## src/sv/hcb_pkg.sv

```systemverilog
// Shared types, constants and partial-product functions for the crossfade blender.
package hcb_pkg;

    localparam int unsigned PIX_W    = 16;
    localparam int unsigned WORD_W   = 32;
    localparam int unsigned LVL_W    = 7;
    localparam int unsigned CFG_IDX_W  = 8;
    localparam int unsigned CFG_DATA_W = 32;
    localparam int unsigned FRAC_W   = 17;

    localparam logic [CFG_IDX_W-1:0] REG_FADE_FRACTION  = 8'd0;
    localparam logic [CFG_IDX_W-1:0] REG_GREEN_SIX_BITS = 8'd1;

    localparam logic [WORD_W-1:0] MASK_565 = 32'hFC1F03E0;
    localparam logic [WORD_W-1:0] MASK_555 = 32'hF81F07C0;
    localparam logic [FRAC_W-1:0] FULL_FRACTION = 17'h10000;

    typedef struct packed {
        logic [LVL_W-1:0] fg_weight;
        logic [LVL_W-1:0] bg_weight;
        logic             six;
    } cfg_t;

    function automatic logic [WORD_W-1:0] low_word(input logic [LVL_W-1:0] lvl,
                                                  input logic [7:0] c,
                                                  input logic six);
        logic [11:0] pb;
        logic [14:0] pg;
        logic [11:0] b;
        logic [14:0] g;
        pb = 12'(c[4:0]) * 12'(lvl);
        pg = 15'(c & 8'hE0) * 15'(lvl);
        if (six) begin
            b = pb >> 1;
            g = pg >> 6;
        end else begin
            b = pb;
            g = pg >> 5;
        end
        return WORD_W'(b) | (WORD_W'(g) << 21);
    endfunction

    function automatic logic [WORD_W-1:0] high_word(input logic [LVL_W-1:0] lvl,
                                                   input logic [7:0] c,
                                                   input logic six);
        logic [10:0] g;
        logic [14:0] pr;
        logic [WORD_W-1:0] r;
        if (six) begin
            g  = (11'(c & 8'h07) * 11'(lvl)) << 2;
            pr = 15'(c & 8'hF8) * 15'(lvl);
            r  = WORD_W'(pr >> 3) << 10;
        end else begin
            g  = (11'(c & 8'h03) * 11'(lvl)) << 3;
            pr = 15'(c & 8'h7C) * 15'(lvl);
            r  = WORD_W'(pr >> 3) << 11;
        end
        return r | (WORD_W'(g) << 21);
    endfunction

endpackage

```

## src/sv/hcb_cfg.sv

```systemverilog
// Configuration registers: fade fraction turned into weights, and pixel format.
module hcb_cfg (
    input  logic                           aclk,
    input  logic                           aresetn,
    input  logic                           cfg_valid,
    output logic                           cfg_ready,
    input  logic [hcb_pkg::CFG_IDX_W-1:0]  cfg_index,
    input  logic [hcb_pkg::CFG_DATA_W-1:0] cfg_data,
    output hcb_pkg::cfg_t                  cfg_out
);

    hcb_pkg::cfg_t cfg_reg, cfg_next;
    logic [hcb_pkg::FRAC_W-1:0] frac;
    logic [hcb_pkg::FRAC_W-1:0] bg_rem;

    assign cfg_ready = 1'b1;
    assign frac      = cfg_data[hcb_pkg::FRAC_W-1:0];
    assign bg_rem    = hcb_pkg::FULL_FRACTION - frac;

    always_comb begin
        cfg_next = cfg_reg;
        if (cfg_valid) begin
            case (cfg_index)
                hcb_pkg::REG_FADE_FRACTION: begin
                    if (frac >= hcb_pkg::FULL_FRACTION) begin
                        cfg_next.fg_weight = 7'd64;
                        cfg_next.bg_weight = 7'd0;
                    end else begin
                        cfg_next.fg_weight = 7'(frac[15:10]);
                        cfg_next.bg_weight = bg_rem[16:10];
                    end
                end
                hcb_pkg::REG_GREEN_SIX_BITS: begin
                    cfg_next.six = cfg_data[0];
                end
                default: begin
                    cfg_next = cfg_reg;
                end
            endcase
        end
    end

    always_ff @(posedge aclk) begin
        if (!aresetn) begin
            cfg_reg.fg_weight <= 7'd0;
            cfg_reg.bg_weight <= 7'd64;
            cfg_reg.six       <= 1'b1;
        end else begin
            cfg_reg <= cfg_next;
        end
    end

    assign cfg_out = cfg_reg;

endmodule

```

## src/sv/hcb_pipe.sv

```systemverilog
// Three-stage blend pipeline: partial products, masked sum, fold and shift.
module hcb_pipe (
    input  logic                      aclk,
    input  logic                      aresetn,
    input  hcb_pkg::cfg_t             cfg,
    input  logic                      s_valid,
    output logic                      s_ready,
    input  logic [hcb_pkg::PIX_W-1:0] s_new_pixel,
    input  logic [hcb_pkg::PIX_W-1:0] s_old_pixel,
    output logic                      m_valid,
    input  logic                      m_ready,
    output logic [hcb_pkg::PIX_W-1:0] m_blended_pixel
);

    logic adv;

    logic                       v1_reg, v1_next;
    logic [hcb_pkg::WORD_W-1:0] w0_reg, w1_reg, w2_reg, w3_reg;
    logic [hcb_pkg::WORD_W-1:0] w0_next, w1_next, w2_next, w3_next;

    logic                       v2_reg, v2_next;
    logic [hcb_pkg::WORD_W-1:0] sum_reg, sum_next;

    logic                       v3_reg, v3_next;
    logic [hcb_pkg::PIX_W-1:0]  pix_reg, pix_next;
    logic [hcb_pkg::WORD_W-1:0] folded;

    assign adv     = !v3_reg || m_ready;
    assign s_ready = adv;

    always_comb begin
        v1_next = s_valid;
        w0_next = hcb_pkg::low_word(cfg.fg_weight, s_new_pixel[7:0], cfg.six);
        w1_next = hcb_pkg::high_word(cfg.fg_weight, s_new_pixel[15:8], cfg.six);
        w2_next = hcb_pkg::low_word(cfg.bg_weight, s_old_pixel[7:0], cfg.six);
        w3_next = hcb_pkg::high_word(cfg.bg_weight, s_old_pixel[15:8], cfg.six);
    end

    always_comb begin
        v2_next  = v1_reg;
        sum_next = (w0_reg + w1_reg + w2_reg + w3_reg)
                 & (cfg.six ? hcb_pkg::MASK_565 : hcb_pkg::MASK_555);
    end

    always_comb begin
        v3_next  = v2_reg;
        folded   = {sum_reg[31:16], sum_reg[15:0] | sum_reg[31:16]};
        pix_next = cfg.six ? folded[20:5] : folded[21:6];
    end

    always_ff @(posedge aclk) begin
        if (!aresetn) begin
            v1_reg <= 1'b0;
            v2_reg <= 1'b0;
            v3_reg <= 1'b0;
        end else if (adv) begin
            v1_reg <= v1_next;
            v2_reg <= v2_next;
            v3_reg <= v3_next;
        end
    end

    always_ff @(posedge aclk) begin
        if (adv) begin
            w0_reg  <= w0_next;
            w1_reg  <= w1_next;
            w2_reg  <= w2_next;
            w3_reg  <= w3_next;
            sum_reg <= sum_next;
            pix_reg <= pix_next;
        end
    end

    assign m_valid         = v3_reg;
    assign m_blended_pixel = pix_reg;

    a_out_from_stage2: assert property (@(posedge aclk) disable iff (!aresetn)
        $rose(v3_reg) |-> $past(v2_reg))
        else $error("result appeared without an item in the sum stage");

    a_stall_holds_pipe: assert property (@(posedge aclk) disable iff (!aresetn)
        (v3_reg && !m_ready) |=> ($stable(v1_reg) && $stable(v2_reg)))
        else $error("pipeline moved during output stall");

    a_accept_enters: assert property (@(posedge aclk) disable iff (!aresetn)
        (s_valid && s_ready) |=> v1_reg)
        else $error("accepted item missing from first stage");

endmodule

```

## src/sv/hicolor_crossfade_blend_top.sv

```systemverilog
// Top level of the high-color crossfade blender.
//
//   channel  dir  handshake              payload
//   s_       in   s_valid / s_ready      s_new_pixel[15:0], s_old_pixel[15:0]
//   m_       out  m_valid / m_ready      m_blended_pixel[15:0]
//   cfg_     in   cfg_valid / cfg_ready  cfg_index[7:0], cfg_data[31:0]
//
// One item per clock unless the output stalls (three register stages).
// Stages: partial-product words, masked 32-bit sum, fold and format shift.
// Synchronous active-low reset clears valid bits; fade 0, 565 format.
// A stall (m_valid high, m_ready low) freezes all stages together and drops s_ready.
// Config writes are taken every cycle; new weights apply to items accepted after
// the write edge, a new format at once to items in flight as well. The user must
// write only with the pipeline empty; the block itself does not enforce this.
module hicolor_crossfade_blend_top (
    input  logic                           aclk,
    input  logic                           aresetn,
    input  logic                           s_valid,
    output logic                           s_ready,
    input  logic [hcb_pkg::PIX_W-1:0]      s_new_pixel,
    input  logic [hcb_pkg::PIX_W-1:0]      s_old_pixel,
    output logic                           m_valid,
    input  logic                           m_ready,
    output logic [hcb_pkg::PIX_W-1:0]      m_blended_pixel,
    input  logic                           cfg_valid,
    output logic                           cfg_ready,
    input  logic [hcb_pkg::CFG_IDX_W-1:0]  cfg_index,
    input  logic [hcb_pkg::CFG_DATA_W-1:0] cfg_data
);

    hcb_pkg::cfg_t cfg;

    hcb_cfg u_cfg (
        .aclk      (aclk),
        .aresetn   (aresetn),
        .cfg_valid (cfg_valid),
        .cfg_ready (cfg_ready),
        .cfg_index (cfg_index),
        .cfg_data  (cfg_data),
        .cfg_out   (cfg)
    );

    hcb_pipe u_pipe (
        .aclk            (aclk),
        .aresetn         (aresetn),
        .cfg             (cfg),
        .s_valid         (s_valid),
        .s_ready         (s_ready),
        .s_new_pixel     (s_new_pixel),
        .s_old_pixel     (s_old_pixel),
        .m_valid         (m_valid),
        .m_ready         (m_ready),
        .m_blended_pixel (m_blended_pixel)
    );

endmodule
```

## config.mk

```make
export PLATFORM = sky130hd
export DESIGN_NAME = hicolor_crossfade_blend_top
export DESIGN_NICKNAME = d
export VERILOG_FILES = /design/src/sv/hcb_pkg.sv /design/src/sv/hcb_cfg.sv /design/src/sv/hcb_pipe.sv /design/src/sv/hicolor_crossfade_blend_top.sv
export SDC_FILE = /design/constraint.sdc
export NUM_CORES = 1
export LEC_CHECK = 0
export ABC_AREA = 1
export ABC_CLOCK_PERIOD_IN_PS = 6150
export BUFFER_PORTS_ARGS = -buffer_cell sky130_fd_sc_hd__buf_2
export CAP_MARGIN = 30
export CORE_MARGIN = 4
export CORE_UTILIZATION = 62
export DETAILED_ROUTE_END_ITERATION = 7
export PLACE_DENSITY = 0.81
export SLEW_MARGIN = 25
export SYNTH_ARGS = -nofsm -noshare
export SYNTH_HDL_FRONTEND = slang
export SYNTH_SLANG_ARGS = --single-unit
export TNS_END_PERCENT = 10
```

## constraint.sdc

```tcl
create_clock -name aclk -period 6.15 [get_ports aclk]
set_input_delay 0.615 -clock aclk [delete_from_list [all_inputs] [get_ports aclk]]
set_output_delay 0.615 -clock aclk [all_outputs]
set_load 0.05 [all_outputs]
```

-- Word-level counts from Yosys, hierarchy flattened
Cells that the tools add are included.
Widths: inputs -> output; s select.
- bits in registers: 194
- output and inout port bits: 19
- add/sub/neg operators: 4
- multiply operators: 12
- order comparisons: 1
- eq/ne operators: 1
- multiplexer cells: 11
- bitwise gates (word level): 6
- reduce and logical (&&, ||, !) cells: 5
- operator list (kind ; count):
    $add 32x32->32 ; 3
    $mul 5x7->12 ; 6
    $or 12x32->32 ; 2
    $or 32x32->32 ; 2
    $mux 22 ; 2
    $and 32x32->32 ; 1
    $mux 27 ; 1
    $mux 12 ; 2
    $mux 11 ; 2
    $mul 3x7->10 ; 2
    $mux 10 ; 2
    $mul 3x7->9 ; 2
    $ge 17x17->1 const B ; 1
    $sub 17x17->17 const A ; 1
    $mul 2x7->8 ; 2
    $mux 16 ; 1
    $or 16x16->16 ; 1
    $mux 14 ; 1
    $eq 8x1->1 const B ; 1
    $logic_not 8->1 ; 1
    $reduce_and 2->1 ; 2
    $logic_not 1->1 ; 1
    $logic_or 1x1->1 ; 1

-- Depth between registers and ports, before layout
- word-level depth: 4
- depth in mapped cells: 19
- mapped depth without buffers: 17

-- By module
A second synthesis with hierarchy kept.
- cells, all modules: 2219
- area total of the unflattened synthesis: 16898.7 um^2
- by module, submodules not included (module ; instances ; cells an instance ; area each (um^2)):
    hcb_pipe ; 1 ; 2059 ; 15969.1
    hcb_cfg ; 1 ; 160 ; 929.6

-- Worst setup path before layout
No wires, ideal clock.
- path type: input port to output port
- start point: in m_ready
- end point: out s_ready
- arrival: 3.287 ns
- required time: 5.535 ns
- slack: 2.248 ns
- cell stages on the path: 2
- buffers on the path: 0
- cell sequence: nor2_1 -> inv_1
- word-level cells in the longest chain between the ends: 1
- RTL lines (item ; RTL line ; text):
    from (decl) ; hicolor_crossfade_blend_top.sv:23 ; input logic m_ready,
    $logic_or 1x1->1 ; hcb_pipe.sv:28 ; assign adv = !v3_reg || m_ready;
    to (decl) ; hicolor_crossfade_blend_top.sv:19 ; output logic s_ready,
No other way between the ends.

-- Final worst setup path
- start point: reg u_cfg.cfg_reg (netlist bit u_cfg.cfg_out[4])
- end point: reg u_pipe.w3_reg[21] (netlist name), data pin
- word-level cells in the longest chain between the ends: 3
- RTL lines (item ; RTL line ; text):
    from (decl) ; hcb_cfg.sv:12 ; hcb_pkg::cfg_t cfg_reg, cfg_next;
    from (signal assigned) ; hcb_cfg.sv:49 ; cfg_reg <= cfg_next;
    $mul 5x7->12 (on tied branches) ; hcb_pkg.sv:55, hcb_pkg.sv:51 ;
    $mux 22 (*) ; hcb_pkg.sv:49 ; if (six) begin
    $or 32x32->32 (*) ; hcb_pkg.sv:58 ; return r | (WORD_W'(g) << 21);
    via u_pipe.w3_next, one bit ; hcb_pipe.sv:19 ; logic [hcb_pkg::WORD_W-1:0] w0_next, w1_next, w2_next, w3_next;
    to (signal assigned) ; hcb_pipe.sv:68 ; w3_reg <= w3_next;
    to (decl) ; hcb_pipe.sv:18 ; logic [hcb_pkg::WORD_W-1:0] w0_reg, w1_reg, w2_reg, w3_reg;
Mark *: on every way through the listed nets, which the timed path passes. The rest lies on a longest branch.
A chain may end at the register's enable or synchronous reset.

==> summary.txt <==
Route
  • Post-route ant nets: 0
  • Avg Vias per Cell: 5.40
  • DRC Markers: 0
  • Final wirelength: 38.5 mm
  • Vias: 14,100
  • WL/cell: around 15 um
  • Router iterations before antenna repair: 6
  • 1st-iter DRT viols: 1,110

Critical path
  • Crit path max fanout: 17
  • Worst setup EP type: register
  • Critical Path Start: u_cfg.cfg_out[4]$_SDFFE_PN0P_
  • Crit path kind: reg -> reg
  • Crit start category: register
  • Critical path arrival: 4.46 ns
  • Reg2reg start: u_cfg.cfg_out[4]$_SDFFE_PN0P_
  • Worst EP required: between 6 and 7 ns

Floorplanning
  • Die Width: 173 um
  • Die Y-Extent: 173 um
  • Die footprint: 0.0300 sq mm
  • IO Pins: 96
  • Core footprint: 0.0269 sq mm
  • Starting Density: between 60 and 70%
  • Row count: 60

Synth
  • Post-Syn Area: 0.0169 sq mm
  • Post-synth top flop: edfxtp_1
  • Syn avg cell area: 7.69 sq um
  • Post-synthesis register bit count: 137
  • Post-synthesis xor/xnor area fraction: 1.50%
  • Yosys Warn Count: 0
  • Seq/Total Area, Yosys: 23.3%
  • Compound-Gate Fraction of Synth Area: 8.63%
  • Count leader, synth: nand2_1
  • Synth unique cells: 50
  • Largest family of logic cells by synthesized area: adder cells
  • Syn nets: 2,636
  • Top cells by area, synth: edfxtp_1, ha_1, fa_1
  • Adder-cell area share of the yosys netlist: 32.7%
  • Post-synthesis mux area share: 0.237%
  • Synth top cells by count: nand2_1, inv_1, ha_1
  • Asr flop ratio synth: 0%
  • Syn Inst Count: 2,199
  • Area share of the largest cell type after synthesis: 21.1%
  • Number of synthesized flops with an enable pin: roughly 120
  • Cell taking the most area after synthesis: edfxtp_1
  • Simple-Gate Fraction of Synth Area: ~22%

Place
  • Dpl ws: ~1.9 ns
  • Detailed Place HPWL: 30.9 mm
  • Port bufs: 79
  • GP Congestion: a little under 1

Timing
  • Slew headroom: between 30% and 40%
  • Clk_skew: 0.00913 ns
  • RSZ-0062 raised after global routing: no
  • Count of final setup violators: 0
  • Fmax achieved: roughly 230 MHz
  • Final count of pins violating max slew: 0
  • Fin crit period: ~4.3 ns
  • Final hold vios: 0
  • Actual slew at the worst max-slew pin: 0.923 ns
  • Tcrit/Tclk final: 69.7%
  • Setup tns final: 0 ns
  • Setup ws final: 1.86 ns

Min path
  • Worst min-delay path category: in -> reg
  • Worst hold path startpoint: s_valid

Pwr
  • Power Dens Cells: roughly 140 mW/mm^2
  • Leak pwr: 10.7 nW
  • VDD IR max: 195 uV

CTS
  • CTS Root Cell: clkbuf_16
  • CTS H-Tree Depth: 4
  • Setup repair bufs after CTS: 0
  • Maximum clock path buffer count: 2
  • Clock latency on the worst-skew pair: 0.42 ns
  • # hold bufs at CTS: 0
  • Num CTS Buffers: 17
  • # clock sinks: 137
  • Cts repair resizes: 0
  • Clk pin slew, worst setup/hold paths: ~0.06 ns
  • CTS tree: built

Global routing
  • Total GRT Usage: 26.0%
  • Grt total ovfl: 0
  • First-pass GRT wire length: about 65 mm
  • Initial antenna violation count: 0
  • Pin count of the biggest net entering global routing: 71
  • Vias in the first global route: ~14,000

Outcome
  • Status: completed

Final layout
  • Layout Nets: approximately 2,700
  • Share of layout cells above drive strength 1: 6.74%
  • Antenna diode count: 0
  • Area Overhead vs Synth: 7.57%

Job
  • Max_cap viols: 0
-- critical path, stage by stage (launching register included) --
cell and delay, ns:
dfxtp_1 0.93, nand2_1 0.10, inv_1 0.15, fa_1 0.47
fa_1 0.55, inv_1 0.05, fa_1 0.52, inv_1 0.04
ha_1 0.33, inv_1 0.07, o21ai_0 0.15, nor2_1 0.06
nand2_1 0.14, nand2_1 0.09, o21ai_0 0.15, nand2_1 0.06
nand3_1 0.07, nand2_1 0.09
-- path summary, 6_finish.rpt --
kind                                      end  slack, ns  depth (start not counted)
setup / recovery  u_pipe.w3_reg[21]$_DFFE_PP_       1.86                         17
hold / removal     u_pipe.v1_reg$_SDFFE_PN0P_       0.46                          3
setup reg to reg  u_pipe.w3_reg[21]$_DFFE_PP_       1.86                         17
hold reg to reg    u_pipe.v2_reg$_SDFFE_PN0P_       0.46                          2
-- kinds of logic after synthesis --
family                   Yosys count
XOR/XNOR                          29
other                              1
multiplexers                       4
flip-flops                       137
AO/OA/AOI/OAI                    275
AND/OR/NAND/NOR                  878
adder cells (fa/ha/maj)          360
buffers and inverters            515
-- placed cells by master (no fill, tap or decap), types with 7 or more instances in the layout --
master and instances:
a21o_1 7, a21oi_1 125, buf_2 79, buf_4 12, clkbuf_16 17, dfxtp_1 17
edfxtp_1 119, fa_1 136, ha_1 224, inv_1 455, nand2_1 582, nand3_1 101
nand3b_1 16, nand4_1 31, nor2_1 109, o21ai_0 101, o21ai_1 12, o21bai_1 10
xnor2_1 11, xor2_1 18
-- final cells by class --
cell class	count	area [sq um]
Multi-Input combinational cell	1547	11000
Fill cell	2278	8700
Sequential cell	137	3940
Inverter	462	1740
Timing Repair Buffer	91	485
Clock buffer	18	429
Tap cell	341	427
Clock inverter	14	160
-- through the flow --
stage          total power [mW]  utilization (%)  hold slack [ns]  instance area, sq um  cells
4_1_cts                    2.55             67.6            0.449                 18200   2610
5_1_grt                    2.64             67.6            0.471                 18200   2610
2_1_floorplan              1.39                -            0.429                 16900   2199
6_report                   2.54             67.6            0.458                 18200   2610
3_5_place_dp               1.52             65.5            0.449                 17600   2578
3_3_place_gp               1.51             65.5            0.438                 17600   2578
-- layer usage --
| metal | vias to the layer above | routed length (um) | track usage, % |
|---|---|---|---|
| met5 | - | 0 | 0 |
| met4 | 0 | 1420 | 9.41 |
| met3 | 93 | 1900 | 2.80 |
| met2 | 371 | 19000 | 46.7 |
| met1 | 6551 | 16200 | 32.5 |
| li1 | 7088 | - | - |
-- where the power goes --
group          total (mW)  internal (mW)  leakage, nW  switching (mW)
logic               0.395          0.117         8.94           0.278
clock network        1.04          0.607        0.282           0.429
registers            1.11           1.08         1.51          0.0266
total                2.54           1.80         10.7           0.734
(Power assumes the default switching activity.)
